<file path="src/design/tcw_pkg.sv">
// Shared types and constants for the text console writer.
// No dependencies; imported by every module of the block but tcw_ram.
package tcw_pkg;

    // Field widths of the command and result words
    localparam int CMD_W  = 3;
    localparam int CHAR_W = 8;
    localparam int ATTR_W = 8;
    localparam int X_W    = 7;
    localparam int Y_W    = 5;
    localparam int CELL_W = CHAR_W + ATTR_W;

    // Default geometry
    localparam int COLUMNS_DEF = 80;
    localparam int ROWS_DEF    = 25;

    // Character and color codes
    localparam logic [CHAR_W-1:0] NEWLINE_CODE = 8'd10;
    localparam logic [CHAR_W-1:0] SPACE_CODE   = 8'h20;
    localparam logic [ATTR_W-1:0] RESET_COLOR  = 8'd7;

    typedef enum logic [CMD_W-1:0] {
        CMD_PUT        = 3'd0,
        CMD_CLR_LINE   = 3'd1,
        CMD_CLR_SCREEN = 3'd2,
        CMD_READ       = 3'd3,
        CMD_WRITE      = 3'd4
    } t_cmd;

    // Controller to datapath commands
    typedef struct packed {
        logic load;        // latch a new command word
        logic put;         // store char at cursor and advance
        logic cell_write;  // write cell at given position
        logic scroll_setup;
        logic clr_line;
        logic clr_screen;
        logic prime_read;  // first read of the scroll copy
        logic sweep;       // one write of a row or screen walk
        logic init_attr;   // blank with the reset color
        logic finish;      // load the result registers
    } t_dp_cmd;

    // Datapath to controller status
    typedef struct packed {
        t_cmd cmd;
        logic scroll_needed;
        logic sweep_last;
    } t_dp_status;

endpackage

</file>
<file path="src/design/tcw_ctrl.sv">
// Controller state machine of the text console writer.
// Depends on tcw_pkg; drives the datapath through t_dp_cmd.
module tcw_ctrl
    import tcw_pkg::*;
(
    input  logic       i_clk,
    input  logic       i_rst_n,
    input  logic       i_start,
    input  t_dp_status i_status,
    output t_dp_cmd    o_cmd,
    output logic       o_busy,
    output logic       o_done
);

    typedef enum logic [2:0] {
        S_INIT,
        S_IDLE,
        S_EXEC,
        S_PRIME,
        S_SWEEP,
        S_READ
    } t_state;

    t_state  r_state, n_state;
    logic    r_done, n_done;
    t_dp_cmd cmd;

    // Decode state and status into datapath commands
    always_comb begin
        cmd     = '0;
        n_state = r_state;
        unique case (r_state)
            S_INIT: begin
                cmd.sweep     = 1'b1;
                cmd.init_attr = 1'b1;
                if (i_status.sweep_last) begin
                    n_state = S_IDLE;
                end
            end
            S_IDLE: begin
                cmd.load = i_start;
                if (i_start) begin
                    n_state = S_EXEC;
                end
            end
            S_EXEC: begin
                unique case (i_status.cmd)
                    CMD_PUT: begin
                        cmd.put = 1'b1;
                        if (i_status.scroll_needed) begin
                            cmd.scroll_setup = 1'b1;
                            n_state          = S_PRIME;
                        end else begin
                            cmd.finish = 1'b1;
                            n_state    = S_IDLE;
                        end
                    end
                    CMD_CLR_LINE: begin
                        cmd.clr_line = 1'b1;
                        n_state      = S_SWEEP;
                    end
                    CMD_CLR_SCREEN: begin
                        cmd.clr_screen = 1'b1;
                        n_state        = S_SWEEP;
                    end
                    CMD_READ: begin
                        n_state = S_READ;
                    end
                    CMD_WRITE: begin
                        cmd.cell_write = 1'b1;
                        cmd.finish     = 1'b1;
                        n_state        = S_IDLE;
                    end
                    default: begin
                        cmd.finish = 1'b1;
                        n_state    = S_IDLE;
                    end
                endcase
            end
            S_PRIME: begin
                cmd.prime_read = 1'b1;
                n_state        = S_SWEEP;
            end
            S_SWEEP: begin
                cmd.sweep = 1'b1;
                if (i_status.sweep_last) begin
                    cmd.finish = 1'b1;
                    n_state    = S_IDLE;
                end
            end
            S_READ: begin
                cmd.finish = 1'b1;
                n_state    = S_IDLE;
            end
            default: begin
                n_state = S_IDLE;
            end
        endcase
        n_done = cmd.finish;
    end

    // Hold state and the result strobe
    always_ff @(posedge i_clk) begin
        if (!i_rst_n) begin
            r_state <= S_INIT;
            r_done  <= 1'b0;
        end else begin
            r_state <= n_state;
            r_done  <= n_done;
        end
    end

    assign o_cmd  = cmd;
    assign o_busy = (r_state != S_IDLE);
    assign o_done = r_done;

endmodule

</file>
<file path="config.mk">
export PLATFORM = sky130hd
export DESIGN_NAME = tcw_ctrl
export DESIGN_NICKNAME = d
export VERILOG_FILES = /design/src/design/tcw_pkg.sv /design/src/design/tcw_ctrl.sv
export SDC_FILE = /design/constraint.sdc
export NUM_CORES = 1
export LEC_CHECK = 0
export BUFFER_PORTS_ARGS = -buffer_cell sky130_fd_sc_hd__clkbuf_2
export CAP_MARGIN = 40
export CORE_AREA = 10 10 47 49
export CTS_CLUSTER_DIAMETER = 150
export DETAILED_ROUTE_END_ITERATION = 6
export DIE_AREA = 0 0 57 59
export MAX_ROUTING_LAYER = met4
export PLACE_DENSITY = 0.62
export RECOVER_POWER = 25
export SYNTH_ARGS = -nofsm -noshare
export SYNTH_HDL_FRONTEND = slang
export SYNTH_SLANG_ARGS = --single-unit
</file>
<file path="constraint.sdc">
create_clock -name i_clk -period 1.4 [get_ports i_clk]
set_clock_uncertainty 0.05 [all_clocks]
set_input_delay 0.07 -clock i_clk [delete_from_list [all_inputs] [get_ports i_clk]]
set_output_delay 0.07 -clock i_clk [all_outputs]
set_load 0.005 [all_outputs]
</file>
# [After elaboration in Yosys (flattened, before gate mapping)]
# Cells that the tools add are included.
[totals] ff_bits=4 latchBits=0 mem_bits_rw=0 mem_bits_ro=0 in_bits=8 out_inout_bits=12 word_cells=40 mem_count=0
[op_classes] n_addsub=0 n_mul=0 div_mod_pow=0 n_lt_le_gt_ge=0 eq_ne=12 shifts=0 mux=20 bitwise=0 n_reduce_logical=6
[ops] op="3-bit by 2-bit == test with 1-bit output, second input constant" n=4
[ops] op="1-bit two-way mux" n=12
[ops] op="3-bit case mux with 4 select lines" n=1
[ops] op="3-bit == test, second input constant" n=3
[ops] op="3-bit case mux with 3 select lines" n=1
[ops] op="3-bit by 1-bit == test with 1-bit output, second input constant" n=2
[ops] op="3-bit logical NOT" n=2
[ops] op="3-bit two-way mux" n=2
[ops] op="5-bit two-way mux" n=1
[ops] op="2-bit OR reduction" n=2
[ops] op="3-bit by 1-bit inequality test with 1-bit output, second input constant" n=1
[ops] op="1-bit case mux with 3 select lines" n=1
[ops] op="3-bit OR reduction" n=1
[ops] op="2-bit two-way mux" n=1
[ops] op="2-bit by 1-bit inequality test with 1-bit output, second input constant" n=1
[ops] op="2-bit inequality test, second input constant" n=1
[ops] op="1-bit case mux with 2 select lines" n=1
[ops] op="2-bit AND reduction" n=1

# [Logic depth before layout (Yosys ltp)]
# Gate-level depths: netlist of run 1.
[logic_depth] word_depth=4 depth_mapped=5 mapped_depth_nobuf=3

# [Worst setup path after synthesis of run 1]
# No wires, ideal clock.
[synth_path] kind="register to output" startpoint="register r_state[0]" endpoint="output o_cmd[4] (netlist bit)" arrival_time_ns=1.088 required_time_ns=1.280 slack_ns=0.192 path_stages_with_launch=4 n_path_buf=1 path_cell_list="dfxtp_1 > buf_6 > or3b_4 > nor4b_2"
[synth_lines] element="start, declared" line="tcw_ctrl.sv:24" source="t_state r_state, n_state;"
[synth_lines] element="start signal, assigned" line="tcw_ctrl.sv:108" source="r_state <= n_state;"
[synth_lines] element="end, declared" line="tcw_ctrl.sv:10" source="output t_dp_cmd o_cmd,"

==> results.sh, run 1 <==
export IMPL_status="complete, but fails checks"
export IMPL_violations="setup timing"
export IMPL_synth_area_sq_um=329
export IMPL_cts_tree="built"
export IMPL_setup_viol=2
export IMPL_gp_congestion=0.810
export IMPL_dieArea_sq_mm=0.00336
export IMPL_cts_root_buf="clkbuf_4"
export IMPL_hold_buffers=0
export IMPL_p_comb_share_pct=20.4
export IMPL_crit_arrival_ps=1370
export IMPL_grt_max_degree=9
export IMPL_p_sw_share_pct=27.9
export IMPL_synth_area_leader_cell="dfxtp_1"
export IMPL_r2r_cells=3
export IMPL_yosysSeqAreaShare_pct=24.3
export IMPL_finish_utilization_pct=34.4
export IMPL_crit_path_end_kind="primary output"
export IMPL_insertion_delay_ps=240
export IMPL_hp_start="i_rst_n"
export IMPL_fp_dieW_microns=57
export IMPL_drt_vias_per_instance=4.74
export IMPL_critPathRequiredTime_ps=1280
export IMPL_grt_pass1_vias=425
export IMPL_layout_setup_ws_ps=-93.3
export IMPL_syn_avg_cell_area_sq_um=8.66
export IMPL_cts_sinks=4
export IMPL_p_per_area_mw_per_mm2=714
export IMPL_p_int_uw=248
export IMPL_diodes=0
export IMPL_relSlewSlack_pct=80.0
export IMPL_grtUsageTotal_pct=6.45
export IMPL_num_io_pins=20
export IMPL_clk_pin_slew_ps=40
export IMPL_yosys_top_cells_count="5 x nor2_1, 4 x dfxtp_1"
export IMPL_cp_max_fo=5
export IMPL_max_cap_violations=0
export IMPL_synth_most_common_cell="nor2_1"
export IMPL_initial_core_util_pct=23.5
export IMPL_rr_endpoint="r_state[1]$_SDFFE_PN0P_"
export IMPL_critical_path_slowest_cell="or3b_4"
export IMPL_reg2reg_from="r_state[0]$_SDFFE_PN0P_"
export IMPL_numCtsBuffers=3
export IMPL_worstPathCellList="or3b_4 > nor4b_2 > buf_2"
export IMPL_io_buffers=19
export IMPL_hp_class="in -> reg"
export IMPL_fin_crit_ps=1490
export IMPL_antenna_found_initial=0
export IMPL_ys_seq_elements=4
export IMPL_holdPathStages=2
export IMPL_cts_htree_levels=1
export IMPL_syn_nets=46
export IMPL_cts_buffer_depth=2
export IMPL_yosys_warnings=0
export IMPL_coreArea_sq_mm=0.00140
export IMPL_p_switching_uw=95.8
export IMPL_seq_power_share_pct=36.0
export IMPL_synthCells=38
export IMPL_ir_drop_mv=0.231
export IMPL_dpl_hpwl_microns=817
export IMPL_path_delay_family="simple AND/OR/NAND/NOR gates"
export IMPL_power_leakage_nw=0.247
export IMPL_synth_top_area_share_pct=24.3
export IMPL_cp_slowest_stage_delay_ps=420
export IMPL_fin_nets=71
export IMPL_critical_path_class="reg -> out"
export IMPL_postRouteAntennaNets=0
export IMPL_postRouteWirelength_microns=1010
export IMPL_critPathBufInv=1
export IMPL_async_flop_share_pct=0
export IMPL_syn_to_final_growth_pct=46.4
export IMPL_wl_per_cell_microns=13.1
export IMPL_clock_power_share_pct=43.7
export IMPL_synth_cell_types=26
export IMPL_drive_gt1_share_pct=54.1
export IMPL_finalPower_uw=344
export IMPL_worstMarginPinSlew_ps=296
export IMPL_pre_cts_ws_ps=98.1
export IMPL_ys_flop_type="dfxtp_1"
export IMPL_fin_crit_sh_pct=107
export IMPL_drt_iter0_drc=9
export IMPL_startpoint_type="register"
export IMPL_fmax_ghz=0.670
export IMPL_rows=14
export IMPL_grt_pass1_wl_microns=1720
export IMPL_grt_overflow_total=0
export IMPL_rsz0062_at_grt="true"
export IMPL_first_pass_iters=4
export IMPL_synth_edf_count=0
export IMPL_vias=365
export IMPL_hold_end="r_state[1]$_SDFFE_PN0P_"
export IMPL_maxSlewViolCount=0
export IMPL_r2r_slack_ps=250
export IMPL_fp_dieH_microns=59
export IMPL_finalHoldViolCount=0
export IMPL_drc_errors=0
export IMPL_yosys_top_cells_area="dfxtp_1 24%, nor4b_2 9.1%, nor2_1 5.7%, buf_4 4.6%, and3_1 3.8%"
==> layer usage <==
metal  part of all wire [%]  routed length, microns  up-vias  GRT usage [%]
met1                     52                     523      149           7.14
met5                      0                       0        -              -
met4                    1.6                      16        0           6.71
met3                    6.9                      69        2           1.72
met2                     39                     396       23           8.84
li1                       -                       -      191              -
==> logic make-up (layout without fill, tap and decap cells) <==
kind of cell / Yosys count / count (layout) / share of synthesized area, %
AND/OR/NAND/NOR: 21 / 21 / 46.4
AO/OA/AOI/OAI: 8 / 8 / 17.5
flip-flops: 4 / 4 / 24.3
buffers and inverters: 4 / 27 / 9.12
XOR/XNOR: 1 / 1 / 2.66
==> area by class of cell <==
cell class / count / area (sq um)
fill: 158 / 920
inverter: 1 / 3.75
sequential: 4 / 86.3
tap: 16 / 20.0
timing repair buffer: 23 / 124
multi-input combinational: 30 / 225
clock buffer: 3 / 22.5
==> state kept, by name, summed over array words and instances, names as in the netlist <==
| name | cells |
|---|---|
| o_done | 1 |
| r_state | 3 |
==> layout by cell type (no fill, tap or decap) <==
cell / count
nor4b_1: 1
o31a_1: 1
and2_1: 1
a2bb2oi_1: 1
or3b_4: 1
nor4_2: 1
o211a_1: 1
buf_2: 3
inv_1: 1
dfxtp_4: 1
clkbuf_2: 15
xnor2_1: 1
dfxtp_2: 2
a21boi_1: 1
nor3b_2: 1
clkbuf_1: 1
nand2_1: 1
and4b_1: 1
nor4b_2: 2
and3b_1: 1
and3_1: 2
o31ai_1: 1
buf_4: 4
nand3b_1: 1
nor3_1: 2
nor2_1: 5
dfxtp_1: 1
nand2b_1: 1
a21oi_1: 2
clkbuf_4: 3
o21ai_1: 1
==> worst max-delay path by stage <==
stage	depth (start not counted)	slack (ps)	from	end
floorplan	3	190	r_state[0]$_SDFFE_PN0P_	o_cmd[4]
global placement	3	120	r_state[0]$_SDFFE_PN0P_	o_cmd[4]
detailed placement	3	100	r_state[1]$_SDFFE_PN0P_	o_cmd[4]
CTS	3	-90	r_state[2]$_SDFFE_PN0P_	o_cmd[5]
global route	3	-130	r_state[2]$_SDFFE_PN0P_	o_cmd[5]
finish	3	-90	r_state[2]$_SDFFE_PN0P_	o_cmd[5]
==> metrics by stage <==
stage	cells	hold slack [ps]	TNS (ps)	cell area (sq um)
floorplan	38	114	0	329
global placement	73	290	0	440
detailed placement	73	283	0	440
CTS	76	26.6	-238	467
global route	77	42.7	-431	482
finish	77	33.4	-157	482
==> power by group through the flow <==
stage	Sequential, mW	Combinational (mW)	Clock, mW
global placement	0.126	0.0681	0
floorplan	0.123	0.0387	0
global route	0.124	0.0791	0.159
detailed placement	0.126	0.0694	0
CTS	0.125	0.0700	0.156
finish	0.124	0.0701	0.150
==> repair_timing <==
item                                    4_1_cts  5_1_grt
setup buffers                                 0        1
pin swaps                                     1        0
endpoints found under the setup margin        4        6
resized for setup                             3        5
cloned                                        0        0
(Power assumes the default switching activity.)
==> run 2: changes to the inputs <==
--- a/config.mk
+++ b/config.mk
@@ -9,6 +9,6 @@
 export CAP_MARGIN = 40
-export CORE_AREA = 10 10 47 49
+export CORE_AREA = 4 4 41 43
 export CTS_CLUSTER_DIAMETER = 150
 export DETAILED_ROUTE_END_ITERATION = 6
-export DIE_AREA = 0 0 57 59
+export DIE_AREA = 0 0 45 47
 export MAX_ROUTING_LAYER = met4
--- a/constraint.sdc
+++ b/constraint.sdc
@@ -4,2 +4,2 @@
 set_output_delay 0.07 -clock i_clk [all_outputs]
-set_load 0.005 [all_outputs]
+set_load 0.05 [all_outputs]
==> run 2 against run 1 <==
Against the previous run: the run still ends with setup timing left; global-route usage increased by 5.6 points; worst hold slack better by 11 ps; sequential cell count is the same; largest cell class unchanged; final area grew 30%; clock power fell by 4%; critical path depth did not move; total power rose by 17%.
==> results.sh, run 2 (synthesized netlist as in run 1, its figures left out) <==
export IMPL_path_delay_family="simple AND/OR/NAND/NOR gates"
export IMPL_drt_iter0_drc=8
export IMPL_crit_arrival_ps=1490
export IMPL_antenna_found_initial=0
export IMPL_dpl_hpwl_microns=758
export IMPL_rr_endpoint="r_state[1]$_SDFFE_PN0P_"
export IMPL_holdPathStages=3
export IMPL_diodes=0
export IMPL_final_cell_mix="10 x clkbuf_2, 8 x buf_4, 6 x clkbuf_4"
export IMPL_path_depth=3
export IMPL_critPathRequiredTime_ps=1280
export IMPL_maxSlewViolCount=0
export IMPL_finalHoldViolCount=0
export IMPL_r2r_cells=4
export IMPL_layout_commonest_cell="clkbuf_2"
export IMPL_cp_max_fo=4
export IMPL_largest_register="r_state"
export IMPL_reg2reg_from="r_state[1]$_SDFFE_PN0P_"
export IMPL_power_leakage_nw=0.303
export IMPL_clk_pin_slew_ps=40
export IMPL_grt_pass1_vias=391
export IMPL_io_buffers=19
export IMPL_critPathBufInv=1
export IMPL_crit_path_end_kind="primary output"
export IMPL_postRouteWirelength_microns=1070
export IMPL_grt_pass1_wl_microns=1700
export IMPL_fin_nets=76
export IMPL_cts_htree_levels=1
export IMPL_rows=13
export IMPL_fmax_ghz=0.623
export IMPL_fillers=136
export IMPL_violations="setup timing"
export IMPL_initial_core_util_pct=25.3
export IMPL_numCtsBuffers=3
export IMPL_status="complete, but fails checks"
export IMPL_rsz0062_at_grt="true"
export IMPL_hp_start="i_rst_n"
export IMPL_drc_errors=0
export IMPL_cts_buffer_depth=2
export IMPL_multi_input_area_sq_um=277
export IMPL_hold_end="r_state[0]$_SDFFE_PN0P_"
export IMPL_postRouteAntennaNets=0
export IMPL_grtUsageTotal_pct=12.1
export IMPL_cts_sinks=4
export IMPL_p_per_area_mw_per_mm2=640
export IMPL_vias=403
export IMPL_relSlewSlack_pct=61.0
export IMPL_drive_gt1_share_pct=66.7
export IMPL_dieArea_sq_mm=0.00212
export IMPL_fp_dieW_microns=45
export IMPL_fin_crit_sh_pct=115
export IMPL_critical_path_class="reg -> out"
export IMPL_first_pass_iters=4
export IMPL_fp_dieH_microns=47
export IMPL_wl_per_cell_microns=13.2
export IMPL_syn_to_final_growth_pct=90.9
export IMPL_hold_ws_ps=44.3
export IMPL_setup_viol=6
export IMPL_finalPower_uw=402
export IMPL_max_cap_violations=0
export IMPL_grt_overflow_total=0
export IMPL_critical_path_slowest_cell="or3b_4"
export IMPL_startpoint_type="register"
export IMPL_r2r_slack_ps=80
export IMPL_cp_slowest_stage_delay_ps=420
export IMPL_grt_max_degree=9
export IMPL_hp_class="in -> reg"
export IMPL_worstPathCellList="or3b_4 > nor4b_4 > buf_12"
export IMPL_ir_drop_mv=0.355
export IMPL_coreArea_sq_mm=0.00130
export IMPL_cts_tree="built"
export IMPL_cts_root_buf="clkbuf_4"
export IMPL_fin_crit_ps=1610
export IMPL_num_io_pins=20
export IMPL_ff_latch_area_sq_um=83.8
export IMPL_drt_vias_per_instance=4.98
export IMPL_largest_register_ffs=3
export IMPL_insertion_delay_ps=240
export IMPL_layout_setup_ws_ps=-205
export IMPL_worstMarginPinSlew_ps=588
export IMPL_gp_congestion=0.817
-- run 2: changes by cell type in the layout (fill, tap and decap cells not counted), sizes merged --
cell | previous run | this run
buf | 7 | 14
clkbuf | 19 | 17
-- run 2: metal layers --
layer	vias up	share of wire, %	global-route usage [%]
met5	-	0	-
met4	0	0.37	7.02
met3	2	6.4	3.45
met2	17	50	18.4
met1	182	43	14.1
li1	202	-	-
-- run 2: cell type report --
class,instances,area share (%)
multi-input combinational,30,44.0
timing repair buffer,28,35.5
sequential,4,13.3
clock buffer,3,3.59
tap,15,2.99
inverter,1,0.598
-- run 2: how the worst max path moves through the flow --
stage / startpoint / end
3_3_place_gp: r_state[1]$_SDFFE_PN0P_ / o_cmd[5]
4_1_cts: r_state[2]$_SDFFE_PN0P_ / o_cmd[5]
2_1_floorplan: r_state[0]$_SDFFE_PN0P_ / o_cmd[4]
6_report: r_state[1]$_SDFFE_PN0P_ / o_cmd[4]
3_5_place_dp: r_state[1]$_SDFFE_PN0P_ / o_cmd[5]
5_1_grt: r_state[1]$_SDFFE_PN0P_ / o_cmd[8]
-- run 2: timing repair --
action,4_1_cts,5_1_grt
pin swaps,3,1
resized for setup,10,9
setup buffers,2,3
cloned,0,0
hold buffers,0,0
setup endpoints to repair,6,9
-- run 2: where the power goes --
part | switching, mW | internal (mW)
sequential | 0.00371 | 0.119
clock | 0.0483 | 0.0960
combinational | 0.0865 | 0.0484
-- run 2: tightest hold or removal path: cells and delay by family --
family / cells / cell delay (ps)
buf+inv: 1 / 110
compound gates: 2 / 110
-- run 2: metrics by stage --
step                      setup slack, ps  instance area, sq um  TNS [ps]  cells  utilization [%]
after detailed placement            -72.8                   531     -72.8     75             40.8
after floorplan                      -194                   368      -504     38                -
after global placement              -1.22                   531     -1.22     75             40.8
after CTS                            -250                   602      -895     80             46.3
after global routing                 -266                   628     -1230     81             48.3
final                                -205                   628      -832     81             48.3
==> run 3: changes to the inputs <==
==> constraint.sdc (replaced) <==
create_clock -name i_clk -period 1.4 [get_ports i_clk]
set_clock_uncertainty 0.05 [all_clocks]
set_input_delay 0.28 -clock i_clk [delete_from_list [all_inputs] [get_ports i_clk]]
set_output_delay 0.28 -clock i_clk [all_outputs]
set_load 0.05 [all_outputs]
==> run 3 against run 2 <==
Against the previous run: the flow still finishes with violations (setup timing); register-to-register slack got worse by 60 ps; worst hold slack improved by 210 ps; via count increased by 12%; final area increased by 39%; wire length increased by 26%; sequential power about the same; sequential cell count unchanged; sequential share of layout area decreased by 3.7 points; combinational power increased by 60%; critical path depth unchanged; highest routed layer unchanged.
==> results.sh, run 3 (synthesized netlist as in run 1, its figures left out) <==
export IMPL_postRouteWirelength_microns=1350
export IMPL_multi_input_area_sq_um=310
export IMPL_clk_pin_slew_ps=40
export IMPL_fin_crit_ps=1780
export IMPL_diodes=0
export IMPL_first_pass_iters=3
export IMPL_num_io_pins=20
export IMPL_ir_drop_mv=0.481
export IMPL_insertion_delay_ps=240
export IMPL_grt_pass1_wl_microns=2080
export IMPL_fp_dieH_microns=47
export IMPL_finalHoldViolCount=0
export IMPL_largest_register_ffs=3
export IMPL_rsz0062_at_grt="true"
export IMPL_crit_path_end_kind="primary output"
export IMPL_fmax_ghz=0.563
export IMPL_syn_to_final_growth_pct=165
export IMPL_vias=452
export IMPL_layout_setup_ws_ps=-376
export IMPL_use_met2_pct=22.9
export IMPL_holdPathStages=2
export IMPL_numCtsBuffers=3
export IMPL_cts_htree_levels=1
export IMPL_grt_busiest_layer="met2"
export IMPL_max_cap_violations=0
export IMPL_met3_usage_pct=4.21
export IMPL_instances_no_fill=94
export IMPL_largest_register="r_state"
export IMPL_hold_ws_ps=257
export IMPL_setup_viol=10
export IMPL_r2r_slack_ps=20
export IMPL_ff_latch_area_sq_um=83.8
export IMPL_startpoint_type="register"
export IMPL_grtUsageTotal_pct=14.7
export IMPL_hold_buffers=0
export IMPL_finalPower_uw=482
export IMPL_r2r_cells=5
export IMPL_io_buffers=19
export IMPL_relSlewSlack_pct=81.6
export IMPL_coreArea_sq_mm=0.00130
export IMPL_hold_end="r_state[2]$_SDFFE_PN0P_"
export IMPL_cts_sinks=4
export IMPL_final_cell_mix="14 x buf_4, 8 x clkbuf_2, 7 x buf_6"
export IMPL_wl_per_cell_microns=14.4
export IMPL_maxSlewViolCount=0
export IMPL_initial_core_util_pct=25.3
export IMPL_placed_area_sq_um=608
export IMPL_p_per_area_mw_per_mm2=554
export IMPL_fillers=115
export IMPL_dp_cells=81
export IMPL_layout_commonest_cell="buf_4"
export IMPL_fp_dieW_microns=45
export IMPL_rr_endpoint="r_state[2]$_SDFFE_PN0P_"
export IMPL_final_cell_area_sq_um=871
export IMPL_cts_buffer_depth=2
export IMPL_postRouteAntennaNets=0
export IMPL_cp_max_fo=3
export IMPL_power_leakage_nw=0.402
export IMPL_reg2reg_from="r_state[0]$_SDFFE_PN0P_"
export IMPL_critical_path_class="reg -> out"
export IMPL_grt_overflow_total=0
export IMPL_drc_errors=0
export IMPL_gp_congestion=0.736
export IMPL_drt_iter0_drc=3
export IMPL_hp_class="in -> reg"
export IMPL_grt_max_degree=10
export IMPL_violations="setup timing"
export IMPL_fin_nets=89
export IMPL_fin_crit_sh_pct=127
export IMPL_dieArea_sq_mm=0.00212
export IMPL_antenna_found_initial=0
export IMPL_hp_start="i_rst_n"
export IMPL_drt_vias_per_instance=4.81
export IMPL_status="complete, but fails checks"
export IMPL_crit_arrival_ps=1450
export IMPL_dpl_hpwl_microns=833
export IMPL_rows=13
export IMPL_cts_tree="built"
export IMPL_cts_root_buf="clkbuf_4"
export IMPL_grt_met1_usage_pct=16.1
export IMPL_critPathRequiredTime_ps=1070
export IMPL_drive_gt1_share_pct=79.7
export IMPL_worstMarginPinSlew_ps=272
export IMPL_grt_pass1_vias=442
run 3: cell count changes in the layout (fill, tap and decap cells not counted), moves of 3 or more:
cell and delta:
buf_6 +6, buf_4 +6, buf_8 +3, clkbuf_4 -3
run 3: metal layers:
layer,wire (microns),up-vias
li1,-,227
met1,523,204
met2,696,17
met3,106,4
met4,27,0
met5,0,-
run 3: critical path: stages (launching register included):
cell,delay (ps)
dfxtp_2,310
or3b_4,440
nor4b_4,280
buf_12,180
run 3: metrics by stage:
step,setup slack [ps],utilization (%),setup TNS (ps)
after CTS,-379,56.3,-2400
after floorplan,-400,-,-1170
after global placement,-173,46.7,-771
final,-376,66.9,-2620
after detailed placement,-195,46.7,-857
after global routing,-431,66.9,-3250
run 3: repair_timing:
action,CTS,global route
pin swaps,1,10
setup buffers,1,9
endpoints found under the setup margin,11,12
gates resized for setup,21,24
run 3: area by class of cell:
type	instances	area share, %
sequential	4	9.63
multi-input combinational	30	35.6
tap	15	2.16
inverter	1	0.431
clock buffer	3	2.59
timing repair buffer	41	49.6
run 3: worst max-delay path by stage:
stage / end / depth (start not counted) / slack (ps) / startpoint
after floorplan: o_cmd[4] / 3 / -400 / r_state[0]$_SDFFE_PN0P_
after global placement: o_cmd[4] / 3 / -170 / r_state[2]$_SDFFE_PN0P_
after detailed placement: o_cmd[4] / 3 / -190 / r_state[1]$_SDFFE_PN0P_
after CTS: o_cmd[5] / 3 / -380 / r_state[2]$_SDFFE_PN0P_
after global routing: o_cmd[5] / 3 / -430 / r_state[1]$_SDFFE_PN0P_
final: o_cmd[5] / 3 / -380 / r_state[2]$_SDFFE_PN0P_
run 3: report_power, final:
| group | switching (mW) | leakage [nW] | total [mW] | internal [mW] |
|---|---|---|---|---|
| clock network | 0.0481 | 0.0138 | 0.144 | 0.0959 |
| logic | 0.109 | 0.355 | 0.216 | 0.107 |
| registers | 0.00285 | 0.0338 | 0.122 | 0.119 |
| total | 0.160 | 0.402 | 0.482 | 0.322 |
